[src/rtl/bpfa_pkg.sv]
`timescale 1ns / 1ps

package bpfa_pkg;

	// Field widths of the request and response beats
	localparam int START_W = 16;
	localparam int COUNT_W = 17;
	localparam int INDEX_W = 16;

	// Command codes
	localparam logic [1:0] CMD_ALLOC = 2'd0;
	localparam logic [1:0] CMD_LOCK  = 2'd1;
	localparam logic [1:0] CMD_FREE  = 2'd2;

	// Status codes
	localparam logic [1:0] ST_OK      = 2'd0;
	localparam logic [1:0] ST_OOM     = 2'd1;
	localparam logic [1:0] ST_CLIPPED = 2'd2;

	typedef struct packed {
		logic [1:0]         cmd;
		logic [START_W-1:0] start_page;
		logic [COUNT_W-1:0] page_count;
	} req_t;

	typedef struct packed {
		logic [INDEX_W-1:0] page_index;
		logic [1:0]         status;
	} rsp_t;

	// Controller to datapath
	typedef struct packed {
		logic clr_wr;
		logic load;
		logic mul;
		logic base;
		logic hint_lower;
		logic full_wr;
		logic rd_issue;
		logic rmw_wr;
		logic advance;
		logic alloc_load;
		logic alloc_rd;
		logic skip;
		logic take;
		logic oom;
		logic rsp_load;
	} bpfa_cmd_t;

	// Datapath to controller
	typedef struct packed {
		logic clr_last;
		logic empty;
		logic mask_full;
		logic last_word;
		logic scan_end;
		logic word_full;
	} bpfa_stat_t;

endpackage

[src/rtl/bpfa_ctrl.sv]
`timescale 1ns / 1ps

module bpfa_ctrl import bpfa_pkg::*; (
	input  logic       clk,
	input  logic       arst_n,
	input  logic       req_valid,
	input  logic [1:0] req_cmd,
	output logic       req_stall,
	output logic       rsp_valid,
	input  logic       rsp_stall,
	output bpfa_cmd_t  cmd,
	input  bpfa_stat_t st
);

	typedef enum logic [3:0] {
		S_CLEAR,
		S_IDLE,
		S_R_MUL,
		S_R_BASE,
		S_R_CHECK,
		S_R_WORD,
		S_R_RMW,
		S_A_LOAD,
		S_A_READ,
		S_A_CHECK,
		S_RESP
	} state_t;

	state_t state_q;
	logic   rsp_valid_q;
	logic   rsp_free;

	assign rsp_free  = !rsp_valid_q || !rsp_stall;
	assign req_stall = (state_q != S_IDLE);
	assign rsp_valid = rsp_valid_q;

	// Decode datapath commands from the current state
	always_comb begin
		cmd = '0;
		case (state_q)
			S_CLEAR:   cmd.clr_wr = 1'b1;
			S_IDLE:    cmd.load = req_valid;
			S_R_MUL:   cmd.mul = 1'b1;
			S_R_BASE:  cmd.base = 1'b1;
			S_R_CHECK: cmd.hint_lower = !st.empty;
			S_R_WORD: begin
				cmd.full_wr  = st.mask_full;
				cmd.advance  = st.mask_full;
				cmd.rd_issue = !st.mask_full;
			end
			S_R_RMW: begin
				cmd.rmw_wr  = 1'b1;
				cmd.advance = 1'b1;
			end
			S_A_LOAD:  cmd.alloc_load = 1'b1;
			S_A_READ: begin
				cmd.oom      = st.scan_end;
				cmd.alloc_rd = !st.scan_end;
			end
			S_A_CHECK: begin
				cmd.skip = st.word_full;
				cmd.take = !st.word_full;
			end
			S_RESP:    cmd.rsp_load = rsp_free;
			default:   cmd = '0;
		endcase
	end

	// Hold state and the response valid flag
	always_ff @(posedge clk or negedge arst_n) begin
		if (!arst_n) begin
			state_q     <= S_CLEAR;
			rsp_valid_q <= 1'b0;
		end else begin
			if (cmd.rsp_load) begin
				rsp_valid_q <= 1'b1;
			end else if (!rsp_stall) begin
				rsp_valid_q <= 1'b0;
			end
			case (state_q)
				S_CLEAR: begin
					if (st.clr_last) state_q <= S_IDLE;
				end
				S_IDLE: begin
					if (req_valid) begin
						case (req_cmd)
							CMD_ALLOC:          state_q <= S_A_LOAD;
							CMD_LOCK, CMD_FREE: state_q <= S_R_MUL;
							default:            state_q <= S_RESP;
						endcase
					end
				end
				S_R_MUL:   state_q <= S_R_BASE;
				S_R_BASE:  state_q <= S_R_CHECK;
				S_R_CHECK: state_q <= st.empty ? S_RESP : S_R_WORD;
				S_R_WORD: begin
					if (!st.mask_full) begin
						state_q <= S_R_RMW;
					end else if (st.last_word) begin
						state_q <= S_RESP;
					end
				end
				S_R_RMW:   state_q <= st.last_word ? S_RESP : S_R_WORD;
				S_A_LOAD:  state_q <= S_A_READ;
				S_A_READ:  state_q <= st.scan_end ? S_RESP : S_A_CHECK;
				S_A_CHECK: state_q <= st.word_full ? S_A_READ : S_RESP;
				S_RESP: begin
					if (rsp_free) state_q <= S_IDLE;
				end
				default:   state_q <= S_IDLE;
			endcase
		end
	end

	a_resp_to_idle: assert property (@(posedge clk) disable iff (!arst_n)
		(state_q == S_RESP && rsp_free) |=> (state_q == S_IDLE && rsp_valid_q))
		else $error("response not presented after leaving RESP");

	a_rsp_from_resp: assert property (@(posedge clk) disable iff (!arst_n)
		$rose(rsp_valid_q) |-> $past(state_q == S_RESP))
		else $error("response valid rose outside RESP");

	a_clear_once: assert property (@(posedge clk) disable iff (!arst_n)
		(state_q != S_CLEAR) |=> (state_q != S_CLEAR))
		else $error("clearing pass restarted");

endmodule

[config.mk]
export PLATFORM = sky130hd
export DESIGN_NAME = bpfa_ctrl
export DESIGN_NICKNAME = d
export VERILOG_FILES = /design/src/rtl/bpfa_pkg.sv /design/src/rtl/bpfa_ctrl.sv
export SDC_FILE = /design/constraint.sdc
export NUM_CORES = 1
export LEC_CHECK = 0
export ABC_AREA = 1
export BUFFER_PORTS_ARGS = -buffer_cell sky130_fd_sc_hd__buf_2
export CAP_MARGIN = 15
export CORE_MARGIN = 3
export CORE_UTILIZATION = 25
export DETAILED_ROUTE_END_ITERATION = 7
export PLACE_DENSITY_LB_ADDON = 0.15
export SLEW_MARGIN = 20
export SYNTH_ARGS = -nofsm -noshare
export SYNTH_HDL_FRONTEND = slang
export SYNTH_SLANG_ARGS = --single-unit
[constraint.sdc]
create_clock -name clk -period 1.5 [get_ports clk]
set_clock_uncertainty 0.2 [all_clocks]
set_input_delay 0.225 -clock clk [delete_from_list [all_inputs] [get_ports clk]]
set_output_delay 0.225 -clock clk [all_outputs]
set_load 0.01 [all_outputs]
==> impl_metrics.json, run 1 <==
{
  "synth_common_cells": "nand2_1, nor2_1, inv_1, nand3_1, dfrtp_1",
  "hold_depth": 3,
  "cts_buffer_depth": 2,
  "hp-class": "input pin to flop",
  "synthTopCellsByArea": "dfrtp_1, nand2_1, nor2_1, inv_1, nand3_1",
  "synth-async-reset-ratio_pct": 100,
  "path_clk_slew_ns": 0.05,
  "cp-end-kind": "primary output",
  "numCtsBuffers": 3,
  "worstMarginPinSlew_ns": 0.255,
  "fillers": 182,
  "swShare_pct": 48.5,
  "synth_seq_area_share_pct": 24.9,
  "synthMuxAreaShare_pct": 0,
  "fp-row-count": 15,
  "critPathMaxStageDelay_ns": 0.45,
  "die_area_um2": 2590,
  "die_y_um": 50.9,
  "status": "finished, violations left",
  "cp.arrival_ns": 1.26,
  "power_density_nw_per_um2": 1730,
  "postPlaceCellArea_um2": 727,
  "hpwl_um": 1300,
  "cp-start-kind": "flop",
  "ctsRootBufferMaster": "clkbuf_4",
  "synth.avg_cell_area_um2": 5.19,
  "synth_compound_area_share_pct": 4.98,
  "initial_core_util_pct": 27.6,
  "synth_edf_count": 0,
  "period_minus_slack_ns": 1.69,
  "violations": "setup timing",
  "rrSetupSlack_ns": -0.03,
  "critPathTopFamily": "flip-flops",
  "clkSinkCount": 5,
  "p_comb_share_pct": 74.1,
  "power_frac_clock_pct": 9.1,
  "cts_tree": "yes",
  "synthAdderAreaFrac_pct": 0,
  "nets": 160,
  "rsz0062_at_grt": "yes",
  "r2r-end": "state_q[0]",
  "cp_slowest_cell": "dfrtp_2",
  "vias": 798,
  "io_buffers": 28,
  "htreeDepth": 1,
  "netlist_instances": 97,
  "route.detailed.drc": 0,
  "viasPerCell": 4.64,
  "grt_max_degree": 7,
  "synth_area_leader_cell": "dfrtp_1",
  "yosys.cell_types.count": 10,
  "grtUsageTotal_pct": 15.5,
  "postLayoutSetupSlackWorst_ns": -0.188,
  "multi_input_area_um2": 434,
  "max_cap_violations": 0,
  "overflow": 0,
  "peakVddDrop_uv": 1130,
  "placed_cells": 157,
  "synth_top_area_share_pct": 24.9,
  "insertion_delay_ns": 0.25,
  "netSwitchingPower_uw": 853,
  "yosys_warnings": 0,
  "final-seq-area_um2": 130,
  "diodes": 0,
  "syn_to_final_growth_pct": 102,
  "leakagePower_uw": 0.000618,
  "min_period_over_period_pct": 113,
  "ys_ff_latch": 5,
  "hp-start": "rsp_stall",
  "critPathRequiredTime_ns": 1.07,
  "final_hold_viol_count": 0,
  "boundaryPins": 29,
  "seqPwrFrac_pct": 16.8,
  "hold_end": "rsp_valid",
  "worstRegToRegCells": 9,
  "grt_pass1_vias": 729,
  "drive_gt1_share_pct": 59.9,
  "routabilityCongestion": 0.893,
  "crit_top_cell": "nand2_2",
  "clock.fmax_mhz": 593,
  "cp_max_fo": 4,
  "yosys.area_share.simple_pct": 56.0,
  "synth_nets": 109,
  "wl_um": 1970,
  "drt_first_pass_iters": 4,
  "slew_headroom_pct": 82.8,
  "yosysMostFrequentCell": "nand2_1",
  "syn_area_um2": 503,
  "first_iter_violations": 13,
  "ant_nets": 0,
  "synth_flop_cell": "dfrtp_1",
  "p_int_uw": 904,
  "drt-wirelength-per-cell_um": 11.4,
  "layout.cells.non_filler": 172,
  "worstPathCellList": "inv_4 > nand2_2 > inv_2 > nand2_2 > nor2_2 > buf_2",
  "r2r-start": "state_q[3]",
  "die_x_um": 50.9,
  "path_buf_inv": 3,
  "core_um2": 1820,
  "pre_cts_ws_ns": -0.0181,
  "slew_viol_final": 0,
  "grt_pass1_wl_um": 3110,
  "setup_viol": 20,
  "design_area_um2": 1020,
  "antenna_found_initial": 0,
  "critical_path_class": "flop to primary output",
  "synthXorXnorAreaFrac_pct": 0,
  "synth_top_family_by_area": "simple AND/OR/NAND/NOR gates"
}
## logic make-up after synthesis
kind of cell / Yosys count
AO/OA/AOI/OAI: 5
buffers and inverters: 19
flip-flops: 5
AND/OR/NAND/NOR: 68
## area by class of cell
cell class,count,share of cell area (%)
multi-input cells,73,42.7
repair buffers,46,31.4
inverters,19,7.50
flip-flops and latches,5,12.8
well taps,25,3.08
clock buffers,4,2.58
## per-layer routing
| layer | vias to the layer above | track usage (%) | part of all wire, % |
|---|---|---|---|
| met4 | 0 | 4.93 | 3.0 |
| met3 | 10 | 4.66 | 5.8 |
| li1 | 394 | - | - |
| met5 | - | 0 | 0 |
| met1 | 361 | 17.9 | 38 |
| met2 | 33 | 27.2 | 53 |
## registers in the layout, summed over array words and instances (netlist names)
| name | count |
|---|---|
| state_q | 4 |
| rsp_valid | 1 |
## placed cells by master, fill, tap and decap left out, types with 3 or more instances in the layout
master | Yosys | final
nor2_4 | 0 | 6
o21ai_0 | 4 | 3
clkbuf_4 | 0 | 3
nor2_2 | 1 | 7
dfrtp_2 | 0 | 4
nand3b_1 | 4 | 4
nand2_2 | 0 | 10
buf_2 | 0 | 25
nor2_1 | 23 | 11
buf_4 | 0 | 11
nand2_1 | 33 | 21
inv_1 | 19 | 12
inv_2 | 0 | 5
nand3_1 | 6 | 3
buf_6 | 0 | 9
## worst max-delay path by stage
stage,end,start,cells after the start,slack (ns)
2_1_floorplan,state_q[0],state_q[1],7,0.09
3_3_place_gp,state_q[1],state_q[1],8,-0.02
3_5_place_dp,cmd[1],state_q[1],4,-0.02
4_1_cts,cmd[8],state_q[3],6,-0.16
5_1_grt,cmd[8],state_q[3],6,-0.28
6_report,cmd[2],state_q[2],6,-0.19
## per-stage QoR
| stage | hold WS [ns] | power, uW | TNS, ns | util, % |
|---|---|---|---|---|
| after floorplan | -0.271 | 703 | 0 | - |
| after global placement | -0.155 | 1040 | -0.0807 | 39.9 |
| after detailed placement | -0.152 | 1030 | -0.0570 | 39.9 |
| after CTS | 0.0304 | 1420 | -2.09 | 47.9 |
| after global routing | 0.0481 | 1910 | -3.97 | 55.9 |
| final | 0.0254 | 1760 | -2.55 | 55.9 |
## power by group through the flow
stage / Clock, uW / Combinational (uW) / Sequential, uW
2_1_floorplan: 0 / 471 / 233
6_report: 160 / 1300 / 295
3_5_place_dp: 0 / 799 / 236
5_1_grt: 170 / 1440 / 305
3_3_place_gp: 0 / 804 / 235
4_1_cts: 158 / 988 / 272
## worst reg2reg max path, stage by stage (launching register included)
cell	delay (ns)
dfrtp_2	0.47
nor2_4	0.07
buf_6	0.13
buf_6	0.12
nand3_4	0.06
nand2_2	0.06
nor2_2	0.11
nand2_1	0.08
nand2_1	0.06
nand2_1	0.05
## repair_timing
| item | CTS | global route |
|---|---|---|
| endpoints found under the setup margin | 20 | 20 |
| gates resized for setup | 28 | 32 |
| endpoints found under the hold margin | 5 | 0 |
| buffers inserted | 6 | 5 |
| gates cloned | 0 | 0 |
| pin swaps | 8 | 16 |
| hold buffers | 1 | 0 |
(Power assumes the default switching activity.)
==> inputs of run 2 (changes only) <==
Settings changed: CELL_PAD_IN_SITES_DETAIL_PLACEMENT from default to 1, CELL_PAD_IN_SITES_GLOBAL_PLACEMENT from default to 1.
==> run 2 against run 1 <==
  * The flow finishes with violations (hold timing, setup timing)
  * First-iteration DRC count decreased by 46%
  * Count of clock-buffer cells in the layout unchanged
  * Critical endpoint is now cmd[6]
  * Register-to-register slack got worse by 0.12 ns
  * Via count increased by 3.8%
  * Largest cell class unchanged
  * Non-clock buffer count increased by 3
  * Final area increased by 7.9%
  * Sequential cell count unchanged
  * Critical path type unchanged
  * Total power increased by 11%
  * Combinational power increased by 12%
  * Sequential share of layout area decreased by 1.0 points
  * Highest routed layer unchanged
  * Die area unchanged
==> impl_metrics.json, run 2 (synthesis results as in run 1) <==
{
  "grt_pass1_wl_um": 3550,
  "final_common_cell": "buf_2",
  "multi_input_area_um2": 468,
  "final_hold_viol_count": 1,
  "die_y_um": 50.9,
  "grt_pass1_vias": 832,
  "nets": 163,
  "r2r-end": "state_q[2]",
  "hp-start": "rsp_stall",
  "final-seq-area_um2": 129,
  "path_clk_slew_ns": 0.06,
  "fp-row-count": 15,
  "critical_path_class": "flop to primary output",
  "rsz0062_at_grt": "yes",
  "max_cap_violations": 0,
  "power_frac_clock_pct": 9.4,
  "netSwitchingPower_uw": 987,
  "hold_depth": 3,
  "io_buffers": 28,
  "p_comb_share_pct": 74.8,
  "wl_um": 2640,
  "p_int_uw": 956,
  "syn_to_final_growth_pct": 118,
  "min_period_over_period_pct": 119,
  "design_area_um2": 1100,
  "drt_first_pass_iters": 4,
  "cts_buffer_depth": 2,
  "viasPerCell": 4.73,
  "core_um2": 1820,
  "worstRegToRegCells": 7,
  "vias": 828,
  "swShare_pct": 50.8,
  "overflow": 0,
  "peakVddDrop_uv": 1050,
  "cp_max_fo": 6,
  "ctsRootBufferMaster": "clkbuf_4",
  "final_cell_mix": "buf_2, nand2_1, buf_6, buf_4, inv_1",
  "hold_end": "rsp_valid",
  "pre_cts_ws_ns": -0.0704,
  "die_x_um": 50.9,
  "postPlaceCellArea_um2": 719,
  "cp-end-kind": "primary output",
  "fillers": 230,
  "grt_max_degree": 7,
  "antenna_found_initial": 0,
  "hpwl_um": 1490,
  "holdWs_ns": -0.00961,
  "postLayoutSetupSlackWorst_ns": -0.288,
  "grtUsageTotal_pct": 17.9,
  "worstMarginPinSlew_ns": 0.245,
  "setup_viol": 20,
  "r2r-start": "state_q[3]",
  "rrSetupSlack_ns": -0.15,
  "die_area_um2": 2590,
  "initial_core_util_pct": 27.6,
  "power_density_nw_per_um2": 1770,
  "first_iter_violations": 7,
  "seqPwrFrac_pct": 15.8,
  "slew_headroom_pct": 83.6,
  "period_minus_slack_ns": 1.79,
  "insertion_delay_ns": 0.27,
  "regMostFlops": "state_q",
  "cp.arrival_ns": 1.36,
  "largest_register_ff_count": 4,
  "numCtsBuffers": 3,
  "cts_tree": "yes",
  "ant_nets": 0,
  "route.detailed.drc": 0,
  "diodes": 0,
  "hp-class": "input pin to flop",
  "clock.fmax_mhz": 559,
  "drive_gt1_share_pct": 61.3,
  "critPathRequiredTime_ns": 1.07,
  "slew_viol_final": 0,
  "clkSinkCount": 5,
  "leakagePower_uw": 0.000662,
  "drt-wirelength-per-cell_um": 15.1,
  "boundaryPins": 29,
  "htreeDepth": 1,
  "cp-start-kind": "flop",
  "routabilityCongestion": 0.765,
  "status": "finished, violations left",
  "violations": "hold timing, setup timing"
}
[run 2: metrics by stage]
step | utilization, % | total power, uW | cells | setup TNS (ns)
6_report | 60.3 | 1940 | 175 | -3.95
2_1_floorplan | - | 703 | 97 | 0
3_3_place_gp | 39.5 | 1030 | 156 | -0.0479
4_1_cts | 49.4 | 1490 | 168 | -2.37
5_1_grt | 60.3 | 2090 | 175 | -5.40
3_5_place_dp | 39.5 | 1050 | 156 | -0.148
[run 2: timing repair]
item | in CTS | in global routing
buffers inserted | 7 | 7
pin swaps | 13 | 22
setup endpoints to repair | 17 | 20
gates resized for setup | 36 | 38
hold buffers | 1 | 0
hold endpoints to repair | 5 | 0
[run 2: area by class of cell]
class                      instances  area share [%]
multi-input combinational         73            42.6
timing repair buffer              49            33.0
sequential                         5            11.7
inverter                          19            7.41
tap                               25            2.85
clock buffer                       4            2.39
[run 2: power by group through the flow]
stage / Sequential [uW] / Clock, uW / Combinational [uW]
after CTS: 265 / 159 / 1060
after floorplan: 233 / 0 / 471
after global routing: 315 / 199 / 1570
after detailed placement: 244 / 0 / 803
after global placement: 240 / 0 / 793
final: 307 / 183 / 1450
[run 2: worst max path at each step]
stage	slack, ns	to	depth (start not counted)	start
final	-0.29	cmd[6]	4	state_q[1]
after global routing	-0.37	cmd[6]	5	state_q[2]
after CTS	-0.18	cmd[13]	6	state_q[3]
after detailed placement	-0.07	cmd[6]	5	state_q[2]
after global placement	-0.03	cmd[6]	5	state_q[2]
after floorplan	0.09	state_q[0]	7	state_q[1]
[run 2: routing by layer]
layer,up-vias,part of all wire [%],GRT usage (%)
met3,8,3.6,0.875
li1,398,-,-
met5,-,0,0
met2,26,54,34.1
met4,0,2.3,7.17
met1,396,40,20.8
[run 2: critical path: stages (launching register included)]
cell and delay (ns):
dfrtp_2 0.49, nor2_4 0.19, nand3_2 0.13, o21ai_0 0.11
buf_2 0.17
